**config.mk**
```make
export PLATFORM = sky130hd
export DESIGN_NAME = pbps_cell
export DESIGN_NICKNAME = d
export VERILOG_FILES = /design/src/rtl/pbps_pkg.sv /design/src/rtl/pbps_cell.sv
export SDC_FILE = /design/constraint.sdc
export NUM_CORES = 1
export LEC_CHECK = 0
export BUFFER_PORTS_ARGS = -buffer_cell sky130_fd_sc_hd__buf_2
export CAP_MARGIN = 40
export CORE_UTILIZATION = 55
export DETAILED_ROUTE_END_ITERATION = 12
export GPL_ROUTABILITY_DRIVEN = 0
export PLACE_DENSITY = 0.8
export SLEW_MARGIN = 20
export SYNTH_ARGS = -nofsm -noshare
export SYNTH_HDL_FRONTEND = slang
export SYNTH_SLANG_ARGS = --single-unit
```
**constraint.sdc**
```tcl
create_clock -name clk -period 7.2 [get_ports clk]
set_input_delay 0.36 -clock clk [delete_from_list [all_inputs] [get_ports clk]]
set_output_delay 0.36 -clock clk [all_outputs]
set_load 0.02 [all_outputs]
```
**src/rtl/pbps_pkg.sv**
```systemverilog
`timescale 1ns / 1ps
`default_nettype none
package pbps_pkg;

  localparam logic [2:0] ACT_TICK   = 3'd0;
  localparam logic [2:0] ACT_CREATE = 3'd1;
  localparam logic [2:0] ACT_SETST  = 3'd2;
  localparam logic [2:0] ACT_SETPR  = 3'd3;
  localparam logic [2:0] ACT_SELECT = 3'd4;

  localparam logic [1:0] ST_UNUSED   = 2'd0;
  localparam logic [1:0] ST_SLEEPING = 2'd1;
  localparam logic [1:0] ST_RUNNABLE = 2'd2;
  localparam logic [1:0] ST_RUNNING  = 2'd3;

  localparam logic [2:0] OP_NONE   = 3'd0;
  localparam logic [2:0] OP_TICK   = 3'd1;
  localparam logic [2:0] OP_CREATE = 3'd2;
  localparam logic [2:0] OP_SETST  = 3'd3;
  localparam logic [2:0] OP_SETPR  = 3'd4;
  localparam logic [2:0] OP_NICE   = 3'd5;
  localparam logic [2:0] OP_COMMIT = 3'd6;

  localparam logic [6:0] PRIO_RESET = 7'd60;
  localparam logic [6:0] DP_MAX     = 7'd100;
  localparam logic [3:0] NICE_MID   = 4'd5;
  localparam logic [3:0] NICE_TOP   = 4'd10;

  typedef struct packed {
    logic [2:0] op;
    logic [5:0] slot;
    logic [1:0] nst;
    logic [6:0] npr;
    logic [6:0] dprio;
  } cmd_t;

endpackage
`default_nettype wire

```
**src/rtl/pbps_cell.sv**
```systemverilog
`timescale 1ns / 1ps
`default_nettype none
module pbps_cell #(
  parameter int IDX = 0,
  parameter int IW  = 6,
  parameter int TB  = 32
) (
  input  wire logic              clk,
  input  wire logic              rst_n,
  input  wire pbps_pkg::cmd_t    cmd,
  input  wire logic [IW-1:0]     win_idx,
  input  wire logic [TB-1:0]     tick_now,
  output logic [6:0]             old_pr,
  input  wire logic              c_in_vld,
  input  wire logic              c_in_have,
  input  wire logic [IW-1:0]     c_in_win,
  input  wire logic [6:0]        c_in_best,
  input  wire logic [TB-1:0]     c_in_disp,
  input  wire logic [TB-1:0]     c_in_ctime,
  output logic                   c_out_vld,
  output logic                   c_out_have,
  output logic [IW-1:0]          c_out_win,
  output logic [6:0]             c_out_best,
  output logic [TB-1:0]          c_out_disp,
  output logic [TB-1:0]          c_out_ctime
);
  import pbps_pkg::*;

  logic [1:0]    st_r;
  logic [6:0]    pr_r;
  logic [TB-1:0] run_r, slp_r, disp_r, ctime_r;
  logic [3:0]    nice_r, nn_r;
  logic          ndone_r;
  logic          hit, take, le;
  logic [TB+3:0] lhs, rhs;
  logic signed [8:0] dp_raw;
  logic [6:0]    dp;

  assign hit = (32'(cmd.slot) == 32'(IDX));
  assign old_pr = (cmd.op == OP_SETPR && hit && st_r != ST_UNUSED) ? pr_r : 7'd0;

  // n*run <= (10-n)*sleep
  assign lhs = (TB+4)'(run_r) * (TB+4)'(nn_r);
  assign rhs = (TB+4)'(slp_r) * (TB+4)'(NICE_TOP - nn_r);
  assign le  = (lhs <= rhs);

  assign dp_raw = $signed({2'b0, pr_r}) + 9'sd5 - $signed({5'b0, nice_r});
  always_comb begin
    if (dp_raw < 0) begin
      dp = 7'd0;
    end else if (dp_raw > $signed({2'b0, DP_MAX})) begin
      dp = DP_MAX;
    end else begin
      dp = dp_raw[6:0];
    end
  end

  always_comb begin
    if (st_r != ST_RUNNABLE) begin
      take = 1'b0;
    end else if (!c_in_have) begin
      take = 1'b1;
    end else if (dp != c_in_best) begin
      take = dp < c_in_best;
    end else if (disp_r != c_in_disp) begin
      take = disp_r < c_in_disp;
    end else begin
      take = ctime_r < c_in_ctime;
    end
  end

  always_ff @(posedge clk) begin
    if (!rst_n) begin
      st_r      <= ST_UNUSED;
      pr_r      <= PRIO_RESET;
      run_r     <= '0;
      slp_r     <= '0;
      disp_r    <= '0;
      ctime_r   <= '0;
      nice_r    <= NICE_MID;
      nn_r      <= NICE_TOP;
      ndone_r   <= 1'b1;
      c_out_vld <= 1'b0;
    end else begin
      c_out_vld <= c_in_vld;
      if (!ndone_r) begin
        if (le) begin
          nice_r  <= nn_r;
          ndone_r <= 1'b1;
        end else if (nn_r == 4'd1) begin
          nice_r  <= 4'd0;
          ndone_r <= 1'b1;
        end else begin
          nn_r <= nn_r - 4'd1;
        end
      end
      case (cmd.op)
        OP_TICK: begin
          if (st_r == ST_RUNNING) run_r <= run_r + TB'(1);
          else if (st_r == ST_SLEEPING) slp_r <= slp_r + TB'(1);
        end
        OP_CREATE: begin
          if (hit && st_r == ST_UNUSED) begin
            st_r    <= ST_RUNNABLE;
            pr_r    <= cmd.dprio;
            run_r   <= '0;
            slp_r   <= '0;
            disp_r  <= '0;
            ctime_r <= tick_now;
          end
        end
        OP_SETST: begin
          if (hit) st_r <= cmd.nst;
        end
        OP_SETPR: begin
          if (hit && st_r != ST_UNUSED) begin
            pr_r  <= cmd.npr;
            run_r <= '0;
          end
        end
        OP_NICE: begin
          if (run_r == '0 && slp_r == '0) begin
            nice_r  <= NICE_MID;
            ndone_r <= 1'b1;
          end else begin
            nn_r    <= NICE_TOP;
            ndone_r <= 1'b0;
          end
        end
        OP_COMMIT: begin
          if (win_idx == IW'(IDX)) begin
            run_r  <= '0;
            slp_r  <= '0;
            disp_r <= disp_r + TB'(1);
            st_r   <= ST_RUNNING;
          end
        end
        default: begin
        end
      endcase
    end
  end

  // hand the best request so far to the next cell
  always_ff @(posedge clk) begin
    if (take) begin
      c_out_have  <= 1'b1;
      c_out_win   <= IW'(IDX);
      c_out_best  <= dp;
      c_out_disp  <= disp_r;
      c_out_ctime <= ctime_r;
    end else begin
      c_out_have  <= c_in_have;
      c_out_win   <= c_in_win;
      c_out_best  <= c_in_best;
      c_out_disp  <= c_in_disp;
      c_out_ctime <= c_in_ctime;
    end
  end

endmodule
`default_nettype wire

```
# After elaboration in Yosys (flattened, before gate mapping)
# Cells that the tools add are included.
# totals
ff_bits	225
latch_bits	0
ram_bits	0
mem_bits_ro	0
input_bits	144
out_inout_bits	86
word_cells	113
n_memories	0
# classes
n_addsub	7
mul	2
div_mod_pow	0
magnitude_cmp	6
eq_ne	19
n_shift	0
mux	42
bitwise	0
reduce_logical	22
# ops
operator	n
2-to-1 mux 32 bit	9
one-hot mux 32 bit (4 select lines)	1
adder 32 x 1 -> 32 bit (second input constant)	3
one-hot mux 32 bit (3 select lines)	1
logical NOT 32 bit	2
< comparator 32 bit	2
one-hot mux 32 bit (2 select lines)	1
2-to-1 mux 7 bit	6
2-to-1 mux 4 bit	10
<= comparator 36 bit	1
multiplier 32 x 4 -> 36 bit	1
multiplier 33 x 5 -> 36 bit	1
!= test 32 bit	1
!= test 2 bit (second input constant)	7
one-hot mux 7 bit (2 select lines)	1
logical NOT 6 bit	2
AND reduction 5 bit	2
equality test 3 bit (second input constant)	3
greater-than comparator 9 x 8 -> 1 bit (second input constant)	1
< comparator 9 x 1 -> 1 bit (second input constant)	1
2-to-1 mux 1 bit	9
subtractor 8 x 4 -> 9 bit	1
adder 7 x 3 -> 8 bit (second input constant)	1
< comparator 7 bit	1
19 further kinds	30

# Depth between registers and ports, before layout
# Gate-level depths: netlist of run 1.
# logic_depth
ltp_word	10
depth_mapped	32
depth_no_buf	30

# Least setup slack after synthesis of run 1
# Ideal clock, no wire load.
# synth_timing
path_type	reg2reg
start	register nn_r[0]
end	register nn_r[3]
setup_time_ns	0.120
arrival_ns	7.307
t_required_ns	7.080
path_slack_ns	-0.227
stages_incl_launch_ff	29
path_buffers	2
period_less_slack_ns	7.427
cell_sequence	dfxtp_1 > clkbuf_1 > inv_2 > ha_1 > clkbuf_1 > nand2b_1 > fa_1 > fa_1 > fa_1 > inv_1 > fa_1 > a211oi_1 > o21ai_0 > a2111o_1 > and2_1 > a2111oi_0 > nor3_1 > nand2_1 > nand2_1 > o21ai_0 > xnor2_1 > ha_1 > nand4_1 > nor3_1 > nand4_1 > o211ai_1 > o211ai_1 > or4_1 > a211o_1
# synth_via
elab_chain_len	7
word_cells_on_any_way	11
classes_between	add/sub: 2; mul: 2; order compare: 1; eq/ne: 1; mux: 5
# synth_rtl
element	line_no	text
start: declaration	pbps_cell.sv:32	logic [3:0] nice_r, nn_r;
start signal: assignment	pbps_cell.sv:94	nn_r <= nn_r - 4'd1;
subtractor 4 x 4 -> 5 bit	pbps_cell.sv:44	assign rhs = (TB+4)'(slp_r) * (TB+4)'(NICE_TOP - nn_r);
multiplier 33 x 5 -> 36 bit	pbps_cell.sv:44	
<= comparator 36 bit	pbps_cell.sv:45	assign le = (lhs <= rhs);
2-to-1 mux 4 bit (*)	pbps_cell.sv:87	if (le) begin
2-to-1 mux 4 bit (*)	pbps_cell.sv:86	if (!ndone_r) begin
2-to-1 mux 4 bit	pbps_cell.sv:122	if (run_r == '0 && slp_r == '0) begin
2-to-1 mux 4 bit (*)	pbps_cell.sv:97	case (cmd.op)
# Every way passes the cells marked *; elsewhere a longest branch is shown, timed or not.
# A chain may end at the register's enable or synchronous reset.

# Final worst setup path of run 1
# Same ends and word-level chain as after synthesis.

==> flow_summary.yaml, run 1 <==
setup_path:
  criticalPathCategory: "register to register"
  cp_num_buf_inv: 5
  critical-path-top-delay-family: "adder cells"
  slowest_stage: "fa_1"
  crit_top_cell: "fa_1"
  crit_fanout: 18
  cp_slowest_stage_delay_ps: 550
  cp_data_required_time_ps: 7640
  crit_path_start_kind: "register"
  cp.arrival_ps: 7430
  crit_path_end_kind: "register"
synthesis:
  yosysTopAreaCell: "dfxtp_1"
  yosys_warnings: 0
  syn_avg_cell_area_um2: 8.07
  syn_inst: 2616
  ys.flop_type: "dfxtp_1"
  synth_top_area_share_pct: 21.3
  synth_seq_cells: 225
  synth_area_um2: 21100
  synth.distinct_cells: 70
  synth_area_leaders: "dfxtp_1, fa_1, ha_1"
  synth_fp_nets: 3149
  ys_seq_area_share_pct: 21.3
  synth_edf_count: 0
  async_flop_share_pct: 0
floorplan:
  die_h_um: 198
  core_area_um2: 37800
  fp-row-count: 71
  pin_count: 230
  dieArea_um2: 39200
  start_util_pct: 55.9
  die_w_um: 198
sta:
  drv_slew: 0
  tightest_slew_ps: 876
  final.min_clock_period_ps: 6990
  setup_viol: 0
  relSlewSlack_pct: 40.8
  finClkSkew_ps: 11.6
  clock.fmax_mhz: 143
  finalHoldViolCount: 0
  post-route-period-util_pct: 97.1
final_layout:
  final_cells: 3356
  nNetsFinal: 3364
  diodes: 0
  drive_gt1_share_pct: 14.2
  syn_to_final_growth_pct: 14.2
  design_area_um2: 24100
flow_run:
  max_cap_viol_count: 0
place:
  hpwl_mm: 42.4
  port_buffers: 229
  placed_cell_area_um2: 22900
  dpl.cell_count: 3299
global_routing:
  track_usage_pct: 27.8
  grt_max_degree: 69
  grt_antenna_before_repair: 3
  grt_first_pass_wirelength_mm: 89.3
  grt_pass1_vias: 19000
  grt_overflow: 0
worst_hold_path:
  hp-class: "input port to register"
cts:
  clockRootBuffer: "clkbuf_16"
  cts_buffers: 26
  worstSkewPairLatency_ps: 560
  cts_tree: "done"
  htreeDepth: 1
  cts.sinks: 225
  path_clk_slew_ps: 60
  clockBufferDepth: 3
route:
  drt_iter0_drc: 1045
  wire_per_inst_um: 16.3
  drt_first_pass_iters: 5
  wirelength_mm: 54.8
  drc: 0
  postRouteAntennaNets: 0
  drt-vias-per-instance: 5.62
  num_vias: 18900
power:
  power.density_nw_per_um2: 194
  p_leak_nw: 12.0
  irDropWorstVdd_uv: 304
outcome:
  run_status: "finished, final reports clean"
==> cell type report <==
cell class              count  area [um2]
clock inverters             5        77.6
clock buffers              37         712
well taps                 511         639
flip-flops and latches    225        4510
multi-input cells        1951       15200
inverters                 325        1220
repair buffers            302        1740
fillers                  3039       13700
==> repair_timing <==
item	CTS	global route
setup endpoints to repair	3	9
pin swaps	0	34
hold buffers	2	0
buffers inserted	0	9
gates cloned	0	2
endpoints found under the hold margin	2	0
gates resized for setup	2	61
==> synth_stat cells (9+ instances only) <==
cell type  number
nand2_1       328
inv_1         323
ha_1          237
dfxtp_1       225
nor2_1        186
fa_1          152
o21ai_0       142
and2_1        127
a21oi_1       101
clkbuf_1       84
xor2_1         77
a21o_1         73
xnor2_1        63
nand3_1        58
nor2b_1        52
nand4_1        39
a21boi_0       38
and3_1         29
nor3_1         26
or3_1          26
nor4_1         20
nand2b_1       18
o21a_1         17
a211oi_1       13
buf_1          11
o211ai_1       11
mux2i_1        10
o21bai_1       10
or2_2           9
==> cells in the final DEF (no fill, tap or decap), types with 7 or more instances in the layout <==
| cell type | synthesis | final |
|---|---|---|
| nand2_1 | 328 | 327 |
| inv_1 | 323 | 323 |
| ha_1 | 237 | 232 |
| buf_2 | 7 | 232 |
| dfxtp_1 | 225 | 223 |
| nor2_1 | 186 | 186 |
| fa_1 | 152 | 151 |
| o21ai_0 | 142 | 135 |
| and2_1 | 127 | 124 |
| a21oi_1 | 101 | 92 |
| xor2_1 | 77 | 76 |
| a21o_1 | 73 | 73 |
| xnor2_1 | 63 | 62 |
| buf_4 | 7 | 62 |
| nand3_1 | 58 | 57 |
| nor2b_1 | 52 | 52 |
| nand4_1 | 39 | 39 |
| a21boi_0 | 38 | 38 |
| and3_1 | 29 | 29 |
| or3_1 | 26 | 26 |
| clkbuf_16 | 0 | 26 |
| nor3_1 | 26 | 20 |
| nor4_1 | 20 | 19 |
| nand2b_1 | 18 | 18 |
| o21a_1 | 17 | 17 |
| o211ai_1 | 11 | 11 |
| o21bai_1 | 10 | 10 |
| mux2i_1 | 10 | 10 |
| or2_2 | 9 | 9 |
| a211oi_1 | 13 | 9 |
| clkbuf_1 | 84 | 9 |
| a21oi_2 | 0 | 8 |
| and4_1 | 7 | 7 |
==> final timing paths <==
check	to	cells after the start	slack, ps	start
worst max register to register	nn_r[3]	30	210	nn_r[0]
worst min register to register	ctime_r[0]	2	480	ctime_r[0]
worst max-delay path	nn_r[3]	30	210	nn_r[0]
worst min-delay path	c_out_win[3]	2	10	c_in_win[3]
==> flip-flops by register name (all words and copies together) (netlist names) <==
signal	cells
nice_r	4
disp_r	32
slp_r	32
st_r	2
c_out_have	1
c_out_win	6
c_out_best	7
c_out_vld	1
c_out_disp	32
ndone_r	1
run_r	32
c_out_ctime	32
ctime_r	32
pr_r	7
nn_r	4
==> through the flow <==
stage	power [mW]	hold WS [ps]	worst slack [ps]	setup TNS [ps]	utilization, %
2_1_floorplan	2.58	448	37.9	0	-
3_3_place_gp	3.19	463	127	0	60.6
6_report	4.66	13.8	208	0	63.8
5_1_grt	4.94	16.6	-110	-167	63.8
4_1_cts	4.54	0.818	3.52	0	62.8
3_5_place_dp	3.27	474	-89.8	-109	60.7
==> where the power goes <==
part           leakage (nW)  internal (mW)  total, mW  switching (mW)
Combinational          9.80          0.888       2.10            1.21
Clock                 0.379          0.720       1.26           0.536
Sequential             1.84           1.29       1.31          0.0228
==> cell families (layout without fill, tap and decap cells) <==
logic type / count (synthesis) / in the layout / share of synthesized area [%]
AOI/OAI and AO/OA: 459 / 459 / 13.7
xor gates and xnor gates: 140 / 140 / 5.81
adders and majority gates: 389 / 389 / 28.5
buffers and inverters: 440 / 669 / 8.12
DFF: 225 / 225 / 21.3
muxes: 16 / 16 / 0.794
and+or+nand+nor: 947 / 947 / 21.7
==> layer usage <==
metal  wire (um)  part of all wire, %  track usage [%]  up-vias
met5          17                0.031                0        -
met1       22800                   42             34.1     9136
met4        1800                  3.3             10.8        4
met3        2920                  5.3             4.00      142
li1            -                    -                -     9030
met2       27200                   50             49.1      564
==> worst register-to-register path: cells and delay by family, from the launching register on <==
| family | cells | cell delay [ps] |
|---|---|---|
| fa+ha+maj | 5 | 2180 |
| compound gates | 10 | 1980 |
| simple gates | 8 | 1490 |
| buf+inv | 5 | 590 |
| flops | 1 | 390 |
| xor+xnor | 2 | 250 |
Power figures use the tool's default switching activity.
==> inputs of run 2 (changes only) <==
Settings changed: RECOVER_POWER from default to 100.
==> run 2 against run 1 <==
- first-iteration DRC count increased by 9.4%
- non-clock buffer count did not move
- final cell count stayed put
- sequential power is essentially flat
- the flow now finishes with violations (capacitance limit, slew limit)
- register-to-register slack hardly changed
- combinational power about the same
- clock-buffer cell count stayed put
- critical endpoint unchanged
- clock skew fell by 0.54 ps
- global-route usage did not move
==> flow_summary.yaml, run 2 (synthesis results as in run 1) <==
outcome:
  run_status: "complete, but fails checks"
  violations: "capacitance limit, slew limit"
route:
  drt_iter0_drc: 1143
  wire_per_inst_um: 16.3
  drc: 0
  drt_first_pass_iters: 9
  drt-vias-per-instance: 5.62
  wirelength_mm: 54.9
  postRouteAntennaNets: 0
  num_vias: 18900
global_routing:
  grt_max_degree: 69
  grt_overflow: 0
  grt_first_pass_wirelength_mm: 89.3
  track_usage_pct: 27.8
  grt_pass1_vias: 19000
  grt_antenna_before_repair: 3
floorplan:
  pin_count: 230
  die_w_um: 198
  fp-row-count: 71
  die_h_um: 198
  core_area_um2: 37800
  dieArea_um2: 39200
  start_util_pct: 55.9
power:
  internal_power_mw: 2.89
  irDropWorstVdd_uv: 301
  pwr-share-comb_pct: 44.8
  switching_share_pct: 37.9
  power.density_nw_per_um2: 194
  p_leak_nw: 11.8
  sequentialPowerShare_pct: 28.2
  power_switching_mw: 1.76
  clkPwrFrac_pct: 26.9
cts:
  clockRootBuffer: "clkbuf_16"
  path_clk_slew_ps: 60
  htreeDepth: 1
  clockBufferDepth: 3
  cts_tree: "done"
  cts.sinks: 225
  worstSkewPairLatency_ps: 560
  cts_buffers: 26
setup_path:
  worst-r2r-cell-count: 30
  cp_data_required_time_ps: 7640
  cp.arrival_ps: 7430
  critPathLaunch: "nn_r[0]"
  r2r_start: "nn_r[0]"
  crit_end: "nn_r[3]"
  crit_path_end_kind: "register"
  slowest_stage: "fa_1"
  rrSetupSlack_ps: 210
  cp_slowest_stage_delay_ps: 550
  crit_top_cell: "fa_1"
  criticalPathCategory: "register to register"
  crit_fanout: 18
  r2r-end: "nn_r[3]"
  crit_path_start_kind: "register"
final_layout:
  drive_gt1_share_pct: 11.2
  layout_common_cells: "nand2_1, inv_1, ha_1, dfxtp_1, nor2_1"
  final_cells: 3356
  design_area_um2: 24000
  n_fill_cell: 3099
  layout_commonest_cell: "nand2_1"
  nNetsFinal: 3364
  syn_to_final_growth_pct: 13.5
  diodes: 0
sta:
  finalHoldViolCount: 0
  drv_slew: 120
  clock.fmax_mhz: 143
  finClkSkew_ps: 11.1
  tightest_slew_ps: 2290
  final.min_clock_period_ps: 6990
  setup_viol: 0
  relSlewSlack_pct: -52.5
  post-route-period-util_pct: 97.1
place:
  dpl.cell_count: 3299
  hpwl_mm: 42.4
  port_buffers: 229
  placed_cell_area_um2: 22900
flow_run:
  max_cap_viol_count: 3
worst_hold_path:
  hp-class: "input port to register"
run 2: cell count changes in the layout (fill, tap and decap cells not counted), sizes merged:
| cell | previous run | this run |
|---|---|---|
| clkbuf | 37 | 122 |
| buf | 300 | 215 |
run 2: area by class of cell:
cell class / instances / area, um2 / share of cell area, %
well taps: 511 / 639 / 2.67
inverters: 325 / 1220 / 5.09
repair buffers: 302 / 1610 / 6.73
flip-flops and latches: 225 / 4510 / 18.8
clock buffers: 37 / 712 / 2.97
clock inverters: 5 / 77.6 / 0.324
multi-input cells: 1951 / 15200 / 63.4
run 2: power groups by stage:
stage               clock (mW)  combinational, mW  sequential (mW)
finish                    1.25               2.08             1.31
global route              1.32               2.30             1.32
CTS                       1.27               1.96             1.31
detailed placement           0               1.93             1.33
global placement             0               1.86             1.33
floorplan                    0               1.22             1.36
run 2: metrics by stage:
step | setup slack [ps] | util (%) | hold slack, ps | setup TNS (ps) | total power, mW
after global routing | -110 | 63.5 | 16.6 | -167 | 4.94
after CTS | 3.52 | 62.8 | 0.818 | 0 | 4.54
after detailed placement | -89.8 | 60.7 | 474 | -109 | 3.27
after global placement | 127 | 60.6 | 463 | 0 | 3.19
after floorplan | 37.9 | - | 448 | 0 | 2.58
final | 209 | 63.5 | 16.1 | 0 | 4.65
run 2: critical path: cells and delay by family, from the launching register on:
kind	cells	cell delay, ps
DFF	1	390
xor gates and xnor gates	2	250
AOI/OAI and AO/OA	10	1970
buffers and inverters	5	590
adders and majority gates	5	2180
and+or+nand+nor	8	1490
run 2: worst min path at each step:
stage / startpoint / end / slack, ps / depth (start not counted)
after floorplan: ctime_r[0] / ctime_r[0] / 450 / 2
after global placement: ctime_r[0] / ctime_r[0] / 460 / 2
after detailed placement: ctime_r[11] / c_out_ctime[11] / 470 / 2
after CTS: c_in_win[3] / c_out_win[3] / 0.8 / 2
after global routing: c_in_win[3] / c_out_win[3] / 20 / 2
final: c_in_win[3] / c_out_win[3] / 20 / 2
run 2: per-layer routing:
layer | GRT usage, % | vias up | part of all wire (%)
li1 | - | 9023 | -
met1 | 34.1 | 9115 | 41
met2 | 49.1 | 581 | 50
met3 | 4.00 | 153 | 5.9
met4 | 10.8 | 4 | 3.4
met5 | 0 | - | 0.031
run 2: timing repair:
action / in CTS / in global routing
endpoints found under the hold margin: 2 / 0
pin swaps: 0 / 34
cloned: 0 / 2
setup endpoints to repair: 3 / 9
setup buffers: 0 / 9
resized for setup: 2 / 61
hold buffers: 2 / 0
